$ cat config.mk
export PLATFORM = sky130hd
export DESIGN_NAME = restart_backoff_supervisor_unit
export DESIGN_NICKNAME = d
export VERILOG_FILES = /design/src/hdl/rbs_pkg.sv /design/src/hdl/restart_backoff_supervisor_unit.sv
export SDC_FILE = /design/constraint.sdc
export NUM_CORES = 1
export LEC_CHECK = 0
export BUFFER_PORTS_ARGS = -buffer_cell sky130_fd_sc_hd__buf_2
export CAP_MARGIN = 20
export CORE_MARGIN = 8
export CORE_UTILIZATION = 40
export DETAILED_ROUTE_END_ITERATION = 12
export PLACE_DENSITY = 0.59
export SKIP_LAST_GASP = 1
export SLEW_MARGIN = 30
export SYNTH_ARGS = -nofsm -noshare
export SYNTH_HDL_FRONTEND = slang
export SYNTH_SLANG_ARGS = --single-unit
$ cat constraint.sdc
create_clock -name clk -period 12.7 [get_ports clk]
set_input_delay 2.54 -clock clk [delete_from_list [all_inputs] [get_ports clk]]
set_output_delay 2.54 -clock clk [all_outputs]
set_load 0.05 [all_outputs]
$ cat src/hdl/rbs_pkg.sv
package rbs_pkg;

    localparam int unsigned FUNC_W      = 2;
    localparam int unsigned MONO_W      = 63;
    localparam int unsigned RTIME_W     = 40;
    localparam int unsigned MODE_W      = 2;
    localparam int unsigned BACKOFF_W   = 16;
    localparam int unsigned MAXSTRK_W   = 8;
    localparam int unsigned ACTION_W    = 2;
    localparam int unsigned DELAY_W     = 9;
    localparam int unsigned STREAK_W    = 9;
    localparam int unsigned COUNT_W     = 16;
    localparam int unsigned CFG_ADDR_W  = 2;
    localparam int unsigned CFG_DATA_W  = 16;
    localparam int unsigned SHIFT_W     = 3;
    localparam int unsigned SHIFTED_W   = BACKOFF_W + 6;

    localparam logic [DELAY_W-1:0]   CAP_S           = 9'd300;
    localparam logic [MONO_W-1:0]    STREAK_RESET_US = 63'd300000000;
    localparam logic [SHIFT_W-1:0]   SHIFT_LIMIT     = 3'd6;
    localparam logic [STREAK_W-1:0]  STREAK_MAX      = 9'd511;
    localparam logic [COUNT_W-1:0]   COUNT_MAX       = 16'hFFFF;

    localparam logic [MODE_W-1:0]    MODE_RESET      = 2'd1;
    localparam logic [BACKOFF_W-1:0] BACKOFF_RESET   = 16'd5;
    localparam logic [MAXSTRK_W-1:0] MAXSTRK_RESET   = 8'd10;

    typedef enum logic [FUNC_W-1:0] {
        FUNC_START = 2'd0,
        FUNC_STOP  = 2'd1,
        FUNC_EXIT  = 2'd2,
        FUNC_PAUSE = 2'd3
    } func_t;

    typedef enum logic [ACTION_W-1:0] {
        ACT_NONE    = 2'd0,
        ACT_RESTART = 2'd1,
        ACT_GAVE_UP = 2'd2
    } action_t;

    typedef enum logic [MODE_W-1:0] {
        MODE_NEVER   = 2'd0,
        MODE_FAILURE = 2'd1,
        MODE_ALWAYS  = 2'd2
    } mode_t;

    typedef enum logic [CFG_ADDR_W-1:0] {
        REG_RESTART_MODE = 2'd0,
        REG_BASE_BACKOFF = 2'd1,
        REG_MAX_STREAK   = 2'd2
    } cfg_reg_t;

endpackage

$ cat src/hdl/restart_backoff_supervisor_unit.sv
// Restart supervisor with truncated exponential backoff. Each event transaction
// (start attempt, stop request, process exit, pause notice) yields exactly one
// result transaction. Throughput is one transaction per clock while the result
// port does not stall; a transaction passes through the input register and then
// the result register before it appears on the result port. While the result
// port stalls, one further event is held in the input register. Configuration
// writes take effect at once and must only be made while no transaction is in
// flight.
module restart_backoff_supervisor_unit (
    input  logic                          clk,
    input  logic                          rst_n,
    input  logic                          cfg_wr_en,
    input  logic [rbs_pkg::CFG_ADDR_W-1:0] cfg_addr,
    input  logic [rbs_pkg::CFG_DATA_W-1:0] cfg_wdata,
    input  logic                          evt_valid,
    output logic                          evt_ready,
    input  logic [rbs_pkg::FUNC_W-1:0]    func,
    input  logic                          start_ok,
    input  logic                          clean,
    input  logic [rbs_pkg::MONO_W-1:0]    mono_time_us,
    input  logic [rbs_pkg::RTIME_W-1:0]   real_time_s,
    input  logic [rbs_pkg::RTIME_W-1:0]   pause_reset_s,
    output logic                          res_valid,
    input  logic                          res_ready,
    output logic [rbs_pkg::ACTION_W-1:0]  action,
    output logic [rbs_pkg::DELAY_W-1:0]   delay_s,
    output logic [rbs_pkg::STREAK_W-1:0]  streak,
    output logic [rbs_pkg::COUNT_W-1:0]   restart_total,
    output logic                          paused
);
    import rbs_pkg::*;

    // configuration
    logic [MODE_W-1:0]    mode_reg;
    logic [BACKOFF_W-1:0] backoff_reg;
    logic [MAXSTRK_W-1:0] max_streak_reg;

    // supervisor state
    logic                 stopping_reg, stopping_next;
    logic [MONO_W-1:0]    stamp_reg, stamp_next;
    logic [COUNT_W-1:0]   count_reg, count_next;
    logic [STREAK_W-1:0]  streak_reg, streak_next;
    logic [RTIME_W-1:0]   deadline_reg, deadline_next;

    // input register
    logic                 s1_valid_reg;
    func_t                s1_func_reg;
    logic                 s1_start_ok_reg;
    logic                 s1_clean_reg;
    logic [MONO_W-1:0]    s1_mono_reg;
    logic [RTIME_W-1:0]   s1_now_reg;
    logic [RTIME_W-1:0]   s1_pause_reg;

    // result register
    logic                 res_valid_reg;
    action_t              action_reg, action_next;
    logic [DELAY_W-1:0]   delay_reg, delay_next;
    logic [STREAK_W-1:0]  res_streak_reg;
    logic [COUNT_W-1:0]   res_count_reg;
    logic                 res_paused_reg, res_paused_next;

    logic                 evt_take;
    logic                 s1_advance;

    logic                 paused_pre;
    logic                 restart;
    logic                 uptime_long;
    logic [MONO_W-1:0]    uptime;
    logic [STREAK_W-1:0]  streak_a;
    logic [STREAK_W-1:0]  streak_b;
    logic                 give_up;
    logic [SHIFT_W-1:0]   sh;
    logic [BACKOFF_W-1:0] base_eff;
    logic [SHIFTED_W-1:0] shifted;
    logic [DELAY_W-1:0]   delay_cap;
    logic [RTIME_W-1:0]   wait_s;
    logic [DELAY_W-1:0]   wait_cap;

    assign s1_advance = s1_valid_reg && (!res_valid_reg || res_ready);
    assign evt_ready  = !s1_valid_reg || s1_advance;
    assign evt_take   = evt_valid && evt_ready;

    assign res_valid     = res_valid_reg;
    assign action        = action_reg;
    assign delay_s       = delay_reg;
    assign streak        = res_streak_reg;
    assign restart_total = res_count_reg;
    assign paused        = res_paused_reg;

    always_ff @(posedge clk or negedge rst_n)
    begin
        if (!rst_n)
        begin
            mode_reg       <= MODE_RESET;
            backoff_reg    <= BACKOFF_RESET;
            max_streak_reg <= MAXSTRK_RESET;
        end
        else if (cfg_wr_en)
        begin
            case (cfg_addr)
                REG_RESTART_MODE: mode_reg       <= cfg_wdata[MODE_W-1:0];
                REG_BASE_BACKOFF: backoff_reg    <= cfg_wdata[BACKOFF_W-1:0];
                REG_MAX_STREAK:   max_streak_reg <= cfg_wdata[MAXSTRK_W-1:0];
                default:          ;
            endcase
        end
    end

    // event datapath
    always_comb
    begin
        paused_pre = (deadline_reg != '0) && (s1_now_reg < deadline_reg);

        case (mode_reg)
            MODE_ALWAYS:  restart = 1'b1;
            MODE_FAILURE: restart = !s1_clean_reg;
            default:      restart = 1'b0;
        endcase

        uptime      = s1_mono_reg - stamp_reg;
        uptime_long = (stamp_reg != '0) && (s1_mono_reg > stamp_reg)
                      && (uptime > STREAK_RESET_US);
        streak_a    = uptime_long ? '0 : streak_reg;

        if (s1_clean_reg)
            streak_b = '0;
        else if (!paused_pre && streak_a < STREAK_MAX)
            streak_b = streak_a + 1'b1;
        else
            streak_b = streak_a;

        give_up = (max_streak_reg != '0)
                  && (streak_b > {{(STREAK_W-MAXSTRK_W){1'b0}}, max_streak_reg});

        sh       = (streak_b < {{(STREAK_W-SHIFT_W){1'b0}}, SHIFT_LIMIT})
                   ? streak_b[SHIFT_W-1:0] : SHIFT_LIMIT;
        base_eff = (backoff_reg != '0) ? backoff_reg : {{(BACKOFF_W-1){1'b0}}, 1'b1};
        shifted  = {{(SHIFTED_W-BACKOFF_W){1'b0}}, base_eff} << sh;
        delay_cap = (shifted > {{(SHIFTED_W-DELAY_W){1'b0}}, CAP_S})
                    ? CAP_S : shifted[DELAY_W-1:0];

        wait_s   = deadline_reg - s1_now_reg;
        wait_cap = (wait_s > {{(RTIME_W-DELAY_W){1'b0}}, CAP_S})
                   ? CAP_S : wait_s[DELAY_W-1:0];

        stopping_next = stopping_reg;
        stamp_next    = stamp_reg;
        count_next    = count_reg;
        streak_next   = streak_reg;
        deadline_next = deadline_reg;
        action_next   = ACT_NONE;
        delay_next    = '0;

        case (s1_func_reg)
            FUNC_START:
            begin
                stopping_next = 1'b0;
                if (s1_start_ok_reg)
                begin
                    if (stamp_reg != '0 && count_reg < COUNT_MAX)
                        count_next = count_reg + 1'b1;
                    stamp_next = s1_mono_reg;
                end
            end
            FUNC_STOP:
                stopping_next = 1'b1;
            FUNC_PAUSE:
                deadline_next = s1_pause_reg;
            FUNC_EXIT:
            begin
                if (!stopping_reg && restart)
                begin
                    streak_next = streak_b;
                    if (give_up)
                        action_next = ACT_GAVE_UP;
                    else
                    begin
                        action_next = ACT_RESTART;
                        // a pending pause stretches the delay
                        delay_next  = (paused_pre && wait_cap > delay_cap) ? wait_cap : delay_cap;
                    end
                end
            end
            default: ;
        endcase

        res_paused_next = (deadline_next != '0) && (s1_now_reg < deadline_next);
    end

    always_ff @(posedge clk or negedge rst_n)
    begin
        if (!rst_n)
        begin
            s1_valid_reg  <= 1'b0;
            res_valid_reg <= 1'b0;
            stopping_reg  <= 1'b0;
            stamp_reg     <= '0;
            count_reg     <= '0;
            streak_reg    <= '0;
            deadline_reg  <= '0;
        end
        else
        begin
            if (evt_take)
                s1_valid_reg <= 1'b1;
            else if (s1_advance)
                s1_valid_reg <= 1'b0;

            if (s1_advance)
                res_valid_reg <= 1'b1;
            else if (res_ready)
                res_valid_reg <= 1'b0;

            if (s1_advance)
            begin
                stopping_reg <= stopping_next;
                stamp_reg    <= stamp_next;
                count_reg    <= count_next;
                streak_reg   <= streak_next;
                deadline_reg <= deadline_next;
            end
        end
    end

    always_ff @(posedge clk)
    begin
        if (evt_take)
        begin
            s1_func_reg     <= func_t'(func);
            s1_start_ok_reg <= start_ok;
            s1_clean_reg    <= clean;
            s1_mono_reg     <= mono_time_us;
            s1_now_reg      <= real_time_s;
            s1_pause_reg    <= pause_reset_s;
        end
        if (s1_advance)
        begin
            action_reg     <= action_next;
            delay_reg      <= delay_next;
            res_streak_reg <= streak_next;
            res_count_reg  <= count_next;
            res_paused_reg <= res_paused_next;
        end
    end

`ifndef SYNTHESIS
    a_delay_only_on_restart: assert property (@(posedge clk) disable iff (!rst_n)
        res_valid_reg |-> (action_reg == ACT_RESTART) || (delay_reg == '0))
        else $error("delay reported without a restart");

    a_restart_delay_range: assert property (@(posedge clk) disable iff (!rst_n)
        (res_valid_reg && action_reg == ACT_RESTART)
        |-> (delay_reg != '0) && (delay_reg <= CAP_S))
        else $error("restart delay out of range");

    a_count_monotonic: assert property (@(posedge clk) disable iff (!rst_n)
        1'b1 |=> count_reg >= $past(count_reg))
        else $error("restart count went backwards");

    a_gave_up_needs_streak: assert property (@(posedge clk) disable iff (!rst_n)
        (res_valid_reg && action_reg == ACT_GAVE_UP) |-> (res_streak_reg != '0))
        else $error("gave up with an empty failure streak");

    a_hold_when_full: assert property (@(posedge clk) disable iff (!rst_n)
        (s1_valid_reg && res_valid_reg && !res_ready) |-> !evt_ready)
        else $error("event taken while both registers are full");
`endif

endmodule
; ---- Word level (Yosys, flattened, before mapping)
; Cells that the tools add are included.
[op_classes]
n_lt_le_gt_ge = 11
n_eq_ne = 7
n_div = 0
n_addsub = 4
n_bitwise = 2
mul = 0
shifts = 1
reduce_logical = 35
mux = 21
[ops]
columns = op, count
row1 = 40-bit less-than comparator, 2
row2 = 40-bit nonzero test, 2
row3 = 9-bit two-way mux, 8
row4 = 16-bit two-way mux, 4
row5 = "63-bit by 29-bit greater-than comparator with 1-bit output, second input constant", 1
row6 = 63-bit greater-than comparator, 1
row7 = 63-bit nonzero test, 1
row8 = 63-bit subtractor, 1
row9 = "40-bit by 9-bit greater-than comparator with 1-bit output, second input constant", 1
row10 = 40-bit two-way mux, 1
row11 = 40-bit subtractor, 1
row12 = "22-bit by 9-bit greater-than comparator with 1-bit output, second input constant", 1
row13 = 16-bit by 3-bit << shifter with 22-bit output, 1
row14 = "16-bit by 1-bit adder with 16-bit output, second input constant", 1
row15 = "16-bit less-than comparator, second input constant", 1
row16 = 16-bit nonzero test, 1
row17 = 1-bit logical AND, 11
row18 = 2-bit AND reduction, 5
row19 = "9-bit by 1-bit adder with 9-bit output, second input constant", 1
row20 = 9-bit by 8-bit greater-than comparator with 1-bit output, 1
row21 = 9-bit greater-than comparator, 1
row22 = "9-bit by 3-bit less-than comparator with 1-bit output, second input constant", 1
row23 = "9-bit less-than comparator, second input constant", 1
row24 = "2-bit == test, second input constant", 4
row25 = other kinds (13), 28
[word_totals]
inputBits = 170
ramBits = 0
rom_bits = 0
n_memories = 0
latch_bits = 0
register_bits = 341
out_inout_bits = 39

; ---- Depth between registers and ports, before layout
; Gate-level depths: netlist of run 1.
[logic_depth]
ltp_word = 16
ltp_mapped = 47

; ---- Worst setup path after synthesis of run 1
; No wires, ideal clock.
[synth_timing]
kind = flip-flop to flip-flop
start = reg s1_mono_reg[0]
end = reg delay_reg[5], in the netlist delay_s[5], data pin
stages_incl_launch_ff = 43
t_required_ns = 12.444
arrival_ns = 8.543
path_buffers = 1
path_slack_ns = 3.902
setup_ns = 0.256
cell_sequence = edfxtp_1 -> inv_1 -> ha_1 -> inv_1 -> fa_1 -> a211oi_2 -> o31ai_4 -> o21a_4 -> o221ai_2 -> a21oi_4 -> mux2i_1 -> o211a_1 -> or4_1 -> or4_4 -> or3_1 -> nand2_1 -> and2_1 -> ha_1 -> (+7 left out) -> a211o_1 -> a211o_1 -> and2_4 -> or3_1 -> ha_1 -> nor2b_1 -> o21a_1 -> o21a_1 -> o21ai_0 -> nand2b_1 -> a21oi_1 -> nor2b_1 -> o21ai_0 -> nand2b_1 -> a21oi_1 -> nor3_1 -> or4b_1 -> o211a_1
[synth_via]
elab_chain_cells = 16
[synth_rtl]
columns = item, line
row1 = from (decl), restart_backoff_supervisor_unit.sv:50  ; logic [MONO_W-1:0] s1_mono_reg;
row2 = from (signal assigned), restart_backoff_supervisor_unit.sv:232  ; s1_mono_reg <= mono_time_us;
row3 = 63-bit subtractor or 63-bit greater-than comparator (tied branches), "restart_backoff_supervisor_unit.sv:120, restart_backoff_supervisor_unit.sv:121"
row4 = 63-bit by 29-bit greater-than comparator with 1-bit output or 1-bit logical AND (tied branches), "restart_backoff_supervisor_unit.sv:122, restart_backoff_supervisor_unit.sv:121"
row5 = 1-bit logical AND *, restart_backoff_supervisor_unit.sv:122  ; && (uptime > STREAK_RESET_US);
row6 = 9-bit two-way mux *, restart_backoff_supervisor_unit.sv:123  ; streak_a = uptime_long ? '0 : streak_reg;
row7 = 9-bit less-than comparator, restart_backoff_supervisor_unit.sv:127  ; else if (!paused_pre && streak_a < STREAK_MAX)
row8 = 1-bit logical AND, restart_backoff_supervisor_unit.sv:127
row9 = 9-bit two-way mux *, restart_backoff_supervisor_unit.sv:127
row10 = 9-bit two-way mux *, restart_backoff_supervisor_unit.sv:125  ; if (s1_clean_reg)
row11 = 9-bit by 3-bit less-than comparator with 1-bit output, restart_backoff_supervisor_unit.sv:135  ; sh = (streak_b < {{(STREAK_W-SHIFT_W){1'b0}}, SHIFT_LIMIT})
row12 = 3-bit two-way mux, restart_backoff_supervisor_unit.sv:136  ; ? streak_b[SHIFT_W-1:0] : SHIFT_LIMIT;
row13 = 16-bit by 3-bit << shifter with 22-bit output, restart_backoff_supervisor_unit.sv:138  ; shifted = {{(SHIFTED_W-BACKOFF_W){1'b0}}, base_eff} << sh;
row14 = 22-bit by 9-bit greater-than comparator with 1-bit output, restart_backoff_supervisor_unit.sv:139  ; delay_cap = (shifted > {{(SHIFTED_W-DELAY_W){1'b0}}, CAP_S})
row15 = 9-bit two-way mux, restart_backoff_supervisor_unit.sv:140  ; ? CAP_S : shifted[DELAY_W-1:0];
row16 = 9-bit greater-than comparator, restart_backoff_supervisor_unit.sv:180  ; delay_next = (paused_pre && wait_cap > delay_cap) ? wait_cap : delay_cap;
row17 = 1-bit logical AND, restart_backoff_supervisor_unit.sv:180
row18 = 9-bit two-way mux, restart_backoff_supervisor_unit.sv:180
row19 = to (signal assigned), restart_backoff_supervisor_unit.sv:239  ; delay_reg <= delay_next;
row20 = to (decl), restart_backoff_supervisor_unit.sv:57  ; logic [DELAY_W-1:0] delay_reg, delay_next;
; Mark *: on every way between the ends. The rest lies on a longest branch, timed or not.
; A chain may end at the register's enable or synchronous reset.

; ---- Final worst setup path of run 1
[layout_timing]
start = reg s1_mono_reg[31]
end = reg delay_reg[4], in the netlist delay_s[4], data pin
; The elaborated chain is that of the path after synthesis.

==> results by group, run 1 <==
STA
  – Max Freq: roughly 92 MHz
  – Setup Skew: approximately 0.021 ns
  – Worst-Margin Slew: around 1.0 ns
  – Hold Violations, Final: 0
  – Setup TNS: 0 ns
  – Fin worst setup slack: about 1.9 ns
  – Final Cycle Share: 85.19%
  – Final worst path period need: approximately 11 ns
  – Slew Viols, Final: 0
  – Slew headroom: between 30% and 40%
  – Setup Viol. Count Final: 0
  – RSZ-0062 raised after global routing: false

Placement
  – Placer Congestion: slightly above 0.9
  – Port Buffers: around 210
  – HPWL after detailed placement: roughly 50000 µm
  – Area after DPL: approximately 24000 µm²
  – Place WS: approximately 2.1 ns

Routing
  – TritonRoute pass-1 iters: 6
  – Routed Antenna Nets: 0
  – Initial detailed-routing violation count: between 1000 and 1500
  – Avg Vias per Cell: about 5.6
  – Routed WL per cell: between 15 and 20 µm
  – DR vias: between 15000 and 20000
  – Total Wirelength: ~64000 µm
  – Residual DRC count: 0

Die
  – Die area: around 63000 µm²
  – DIE HEIGHT: around 250 µm
  – Placement Rows: 86
  – Core area: 54990 µm²
  – Starting Density: between 40% and 50%
  – # IOs: 209
  – Die Width: 251.6 µm

CTS
  – Total CTS buffers: 40
  – Worst-path clk slew: about 0.06 ns
  – CTS tree: yes
  – Bufs on Longest Clock Path: 3
  – # clock sinks: 341
  – Post CTS Setup Buffer Count: 0
  – Clock latency on the worst-skew pair: around 0.57 ns
  – Cts repair resizes: 0
  – # H-tree levels: 2
  – Hold buffers post-CTS: 0
  – Root Buffer: clkbuf_16

Critical path
  – Worst reg-to-reg path cell count: 39
  – Reg2reg start: s1_mono_reg[31]$_DFFE_PP_
  – R2R setup slack: around 1.9 ns
  – WP buf/inv: 1
  – Startpoint types: flop
  – Cell mode on critical path: ha_1
  – CP Class: flop to flop
  – Crit path max fanout: 14
  – Max stage delay cell, worst path: a2111oi_0
  – Crit path DAT: 11.18 ns
  – Crit path capture type: flop
  – Worst stage delay on the critical path: about 0.58 ns
  – CP top delay family: compound AO/OA/AOI/OAI gates
  – Crit path required time: about 13 ns
  – Worst r2r dst: delay_s[4]$_SDFFCE_PP0P_

Synth
  – Post-synth cell types: 100
  – Synthesized Nets: roughly 2600
  – Syn_area_per_cell: 9.852 µm²
  – Number of flops mapped to enable cells by yosys: between 150 and 200
  – Mapped Area: between 20000 and 25000 µm²
  – Syn Inst Count: 2253
  – Ys Warns: 0
  – Post-synthesis register bit count: approximately 340
  – Primary FF master, synth: edfxtp_1
  – FFs w/ async S/R, synth: 46.04%
  – Sequential-to-total area share from yosys stat: between 40 and 50%

Pwr
  – Pwr Total: 4402 µW
  – Maximum VDD drop: approximately 0.000092 V
  – Pleak: around 0.011 µW
  – Pwr/cell area: approximately 170 nW/µm²

Global routing
  – GRT Total Usage: between 10% and 20%
  – Grt met2 use: 30.38%
  – First-pass GRT wire length: about 100000 µm
  – Vias in the first global route: roughly 18000
  – Initial antenna violation count: 2
  – Grt met3 use: 3.221%
  – GRT overflow: 0
  – Largest net degree at the start of global routing: roughly 100
  – Grt peak-use layer: met2
  – Met1 usage: 28.58%

Cells and area
  – Area Growth Syn to Fin: 13.62%
  – Share of layout cells above drive strength 1: between 10% and 20%
  – Final nets: around 2800
  – Final Instance Area: ~25000 µm²

Run status
  – Status: completed

Worst hold path
  – Hold Path Sink: backoff_reg[13]$_DFFE_PN0P_
  – Worst Hold Class: flop to flop
  – Worst hold stages: 1
  – Hold Path Origin: backoff_reg[13]$_DFFE_PN0P_

Job
  – Max_cap viols: 0
[cells by family after synthesis]
family,count (synthesis),synth area share [%]
AOI/OAI and AO/OA,555,16.39
xor gates and xnor gates,89,3.512
adders and majority gates,165,9.368
buffers and inverters,240,4.329
DFF,341,42.62
muxes,161,7.779
and+or+nand+nor,702,16.00
[cell usage in the layout (no fill, tap or decap), types with 12 or more instances in the layout]
master | Yosys | routed
inv_1 | 163 | 162
o21ai_0 | 135 | 134
nand3_1 | 39 | 38
mux2_2 | 92 | 92
a21o_1 | 31 | 31
nor2_1 | 124 | 124
nor3_1 | 35 | 35
nand2b_1 | 28 | 28
nand2_1 | 224 | 222
xor2_1 | 33 | 33
clkbuf_16 | 0 | 41
o22ai_1 | 13 | 13
dfrtp_1 | 152 | 152
and3_1 | 15 | 15
xnor2_1 | 56 | 56
and2_1 | 13 | 12
o21bai_1 | 18 | 18
o31ai_1 | 15 | 15
nand4_1 | 71 | 71
nor4_1 | 49 | 48
buf_2 | 21 | 207
mux2i_1 | 69 | 69
ha_1 | 163 | 163
a31oi_1 | 17 | 17
nor2b_1 | 29 | 29
a21oi_1 | 154 | 154
edfxtp_1 | 184 | 184
a211oi_1 | 14 | 14
clkbuf_1 | 37 | 12
or3_1 | 17 | 17
o21a_1 | 34 | 34
[per-stage QoR]
stage               utilization (%)  instances  hold slack, ns
floorplan                         -       2253          0.4572
global placement              43.50       3142          0.4823
detailed placement            43.52       3142          0.4901
CTS                           45.86       3216          0.5030
global route                  45.86       3216          0.5060
finish                        45.87       3217          0.5014
[cell type report]
type	count	area [µm²]
fillers	5251	29760
clock inverters	17	168.9
well taps	748	935.9
diodes	1	2.502
repair buffers	216	1111
flip-flops and latches	341	9460
clock buffers	57	1120
multi-input cells	1672	11800
inverters	165	621.8
[power breakdown]
group | internal, µW | leakage, µW | switching [µW] | total (µW)
sequential | 1340 | 0.00374 | 152 | 1490
combinational | 682 | 0.00649 | 1100 | 1780
clock | 645 | 0.000608 | 481 | 1130
[per-layer routing]
| layer | vias to the layer above | routed length (µm) |
|---|---|---|
| li1 | 8699 | - |
| met1 | 8722 | 31380 |
| met2 | 499 | 27690 |
| met3 | 90 | 3664 |
| met4 | 2 | 1282 |
| met5 | - | 11 |
[cell usage after synthesis (7+ instances only)]
cell type / number / share of area [%]
o211ai_1: 11 / 0.37
or3_1: 17 / 0.48
ha_1: 163 / 9.2
xor2_1: 33 / 1.3
nor2b_1: 29 / 0.82
or4_1: 10 / 0.34
a21oi_1: 154 / 3.5
nor4_1: 49 / 1.4
mux2i_1: 69 / 3.1
o21ai_0: 135 / 3.0
nor3_1: 35 / 0.79
o22ai_1: 13 / 0.37
a211o_1: 9 / 0.36
o21bai_1: 18 / 0.61
o31ai_1: 15 / 0.51
o2111ai_1: 8 / 0.32
or2_2: 11 / 0.31
a211oi_1: 14 / 0.47
buf_2: 21 / 0.47
nor2_1: 124 / 2.1
edfxtp_1: 184 / 25
o21ai_1: 8 / 0.18
o21a_1: 34 / 1.1
nand2_1: 224 / 3.8
dfrtp_1: 152 / 17
nand2b_1: 28 / 0.79
nand3_1: 39 / 0.88
clkbuf_1: 37 / 0.63
xnor2_1: 56 / 2.2
mux2_2: 92 / 4.7
a21o_1: 31 / 1.0
a31oi_1: 17 / 0.48
and2_1: 13 / 0.37
buf_1: 8 / 0.14
and3_1: 15 / 0.42
inv_1: 163 / 2.8
a2111oi_0: 7 / 0.28
nand4_1: 71 / 2.0
[worst max path at each step]
stage                         startpoint                       end  slack, ns  depth (start not counted)
2_1_floorplan   s1_mono_reg[0]$_DFFE_PP_  delay_s[5]$_SDFFCE_PP0P_       3.90                         42
3_3_place_gp   s1_mono_reg[31]$_DFFE_PP_  delay_s[5]$_SDFFCE_PP0P_       2.21                         38
3_5_place_dp   s1_mono_reg[31]$_DFFE_PP_  delay_s[5]$_SDFFCE_PP0P_       2.09                         38
5_1_grt        stamp_reg[14]$_DFFE_PN0P_  delay_s[4]$_SDFFCE_PP0P_       1.12                         40
4_1_cts        s1_mono_reg[31]$_DFFE_PP_  delay_s[4]$_SDFFCE_PP0P_       2.01                         39
6_report       s1_mono_reg[31]$_DFFE_PP_  delay_s[4]$_SDFFCE_PP0P_       1.88                         39
Note: power is estimated with default switching activity, not from simulation.
==> inputs of run 2 (changes only) <==
--- a/config.mk
+++ b/config.mk
@@ -7,6 +7,7 @@
 export LEC_CHECK = 0
 export BUFFER_PORTS_ARGS = -buffer_cell sky130_fd_sc_hd__buf_2
 export CAP_MARGIN = 20
+export CORE_ASPECT_RATIO = 0.6
 export CORE_MARGIN = 8
 export CORE_UTILIZATION = 40
 export DETAILED_ROUTE_END_ITERATION = 12
==> run 2 against run 1 <==
Compared with the run above: sequential share of layout area is 0.17 points higher; clock power is 7% lower; maximum frequency is 3.7% lower; critical path type unchanged; highest routed layer unchanged.
==> results by group, run 2 (synthesis results as in run 1) <==
Critical path
  – Startpoint types: flop
  – Crit path capture type: flop
  – R2R setup slack: 1.47 ns (-0.41 ns)
  – CP Class: flop to flop
  – Worst stage delay on the critical path: 0.58 ns (about the same)
  – Crit path DAT: 11.53 ns (+0.35 ns)
  – Crit path required time: 13.00 ns (-0.06 ns)
  – Crit path max fanout: 14 (unchanged)
  – Worst r2r dst: delay_s[5]$_SDFFCE_PP0P_
  – Cell mode on critical path: ha_1
  – Max stage delay cell, worst path: or3_1
  – Worst reg-to-reg path cell count: 39 (unchanged)
  – Reg2reg start: stamp_reg[29]$_DFFE_PN0P_

Pwr
  – Share of power burned in registers: 34.0% (about the same)
  – Maximum VDD drop: 0.0001108 V (+21%)
  – Clock power share: 23.8% (-1.8 points)
  – Switching power: 1799 µW (+3.9%)
  – Sw frac: 40.64% (+1.3 points)
  – Internal Pwr Total: 2628 µW (-1.5%)
  – Pwr/cell area: 176.3 nW/µm² (+1.0%)
  – Logic gate share of total power: 42.3% (+1.8 points)
  – Pleak: 0.01079 µW (-0.33%)

Worst hold path
  – Hold Path Origin: backoff_reg[12]$_DFFE_PN0P_
  – Hold Path Sink: backoff_reg[12]$_DFFE_PN0P_
  – Worst hold stages: 1 (unchanged)
  – Worst Hold Class: flop to flop

Placement
  – HPWL after detailed placement: 55520 µm (+11%)
  – Port Buffers: 208 (unchanged)
  – DP Cell Count: 3119 (-0.73%)
  – Placer Congestion: 0.9645 (+3.5%)
  – Area after DPL: 23910 µm² (about the same)

Routing
  – Routed Antenna Nets: 0 (unchanged)
  – Avg Vias per Cell: 5.791 (+3.4%)
  – Total Wirelength: 70150 µm (+9.6%)
  – Residual DRC count: 0 (unchanged)
  – Initial detailed-routing violation count: 1949 (+50%)
  – Routed WL per cell: 22.03 µm (+11%)
  – DR vias: 18440 (+2.4%)
  – TritonRoute pass-1 iters: 6 (unchanged)

Die
  – Die area: 63540 µm² (+0.39%)
  – DIE HEIGHT: 198.5 µm (-21%)
  – Die Width: 320.1 µm (+27%)
  – Starting Density: 40.12% (-0.25 points)
  – Placement Rows: 67 (-22%)
  – # IOs: 209 (unchanged)
  – Core area: 55330 µm² (+0.62%)

Cells and area
  – ANT cells: 0 (-1)
  – Final Instance Area: 25110 µm² (-0.44%)
  – Area Growth Syn to Fin: 13.12%
  – # fillers: 5301 (+0.95%)
  – Fin cells: 3184 (-1.0%)
  – Finished Core Util: 45.38% (-0.49 points)
  – Final nets: 2769 (-0.072%)
  – Commonest non-fill, non-tap cell in the layout: nand2_1
  – FF/Latch Area: 9460 µm² (unchanged)
  – Commonest non-fill, non-tap cells in the layout: nand2_1 (222), buf_2 (207), edfxtp_1 (184)
  – Multi-input gate area: 11830 µm² (+0.23%)
  – Share of layout cells above drive strength 1: 17.32% (-0.11 points)

STA
  – Slew headroom: 34.93% (+3.1 points)
  – Worst-Margin Slew: 0.9659 ns (-0.05457 ns)
  – Max Freq: 89.04 MHz (-3.7%)
  – Setup TNS: 0 ns (unchanged)
  – Final Cycle Share: 88.44% (+3.2 points)
  – Hold Violations, Final: 0 (unchanged)
  – Final worst path period need: 11.23 ns (+0.4119 ns)
  – RSZ-0062 raised after global routing: false
  – Slew Viols, Final: 0 (unchanged)
  – Setup Viol. Count Final: 0 (unchanged)
  – Hold Slack: 0.5019 ns (+0.0004950 ns)
  – Setup Skew: 0.02978 ns (+0.008567 ns)

CTS
  – Hold buffers post-CTS: 0 (unchanged)
  – Clock latency on the worst-skew pair: 0.55 ns (-0.02 ns)
  – # clock sinks: 341 (unchanged)
  – Total CTS buffers: 36 (-10%)
  – Worst-path clk slew: 0.06 ns (about the same)
  – Cts repair resizes: 0 (unchanged)
  – Post CTS Setup Buffer Count: 0 (unchanged)
  – Root Buffer: clkbuf_16
  – CTS tree: yes
  – # H-tree levels: 2 (unchanged)
  – Bufs on Longest Clock Path: 3 (unchanged)

Global routing
  – Grt met3 use: 5.486% (+2.3 points)
  – First-pass GRT wire length: 106100 µm (+5.2%)
  – GRT overflow: 0 (unchanged)
  – Largest net degree at the start of global routing: 93 (-7.9%)
  – GRT Total Usage: 21.24% (+1.6 points)
  – Grt met2 use: 26.24% (-4.1 points)
  – Grt peak-use layer: met1
  – Initial antenna violation count: 1 (-1)
  – Met1 usage: 35.65% (+7.1 points)
  – Vias in the first global route: 17260 (-3.8%)

Job
  – Max_cap viols: 0 (unchanged)

Run status
  – Status: completed
run 2: power groups by stage:
| stage | clock (µW) | sequential (µW) | combinational [µW] |
|---|---|---|---|
| after global placement | 0 | 1510 | 1810 |
| after CTS | 1090 | 1500 | 1820 |
| after detailed placement | 0 | 1520 | 1810 |
| after floorplan | 0 | 1490 | 1280 |
| final | 1050 | 1500 | 1870 |
| after global routing | 1130 | 1530 | 2030 |
run 2: how the worst max path moves through the flow:
stage                               from                  endpoint  slack [ns]  depth (start not counted)
2_1_floorplan   s1_mono_reg[0]$_DFFE_PP_  delay_s[5]$_SDFFCE_PP0P_        3.90                         42
3_3_place_gp   stamp_reg[14]$_DFFE_PN0P_  delay_s[5]$_SDFFCE_PP0P_        1.30                         39
3_5_place_dp   s1_mono_reg[31]$_DFFE_PP_  delay_s[5]$_SDFFCE_PP0P_        1.99                         38
4_1_cts        s1_mono_reg[31]$_DFFE_PP_  delay_s[5]$_SDFFCE_PP0P_        1.95                         38
5_1_grt        stamp_reg[23]$_DFFE_PN0P_  delay_s[1]$_SDFFCE_PP0P_        1.07                         40
6_report       stamp_reg[29]$_DFFE_PN0P_  delay_s[5]$_SDFFCE_PP0P_        1.47                         39
run 2: per-stage QoR:
stage	worst slack [ns]	total power (µW)
floorplan	3.902	2778
global placement	1.300	3318
detailed placement	1.988	3327
CTS	1.946	4409
global route	1.070	4690
finish	1.469	4428
run 2: area by class of cell:
type,instances,share of cell area [%]
clock buffer,49,4.026
tap,724,3.608
inverter,165,2.477
clock inverter,15,0.5581
timing repair buffer,218,4.550
multi-input combinational,1672,47.10
sequential,341,37.68
run 2: critical path, delay by kind of cell (launching register included):
kind	cells	cell delay (ns)
AO/OA/AOI/OAI	19	5.10
adder cells (fa/ha/maj)	3	1.00
buffers and inverters	2	0.47
flip-flops	1	0.44
AND/OR/NAND/NOR	15	3.95
run 2: per-layer routing:
metal | up-vias | part of all wire (%)
li1 | 8697 | -
met1 | 8898 | 53
met2 | 767 | 36
met3 | 73 | 9.8
met4 | 2 | 1.4
met5 | - | 0.019
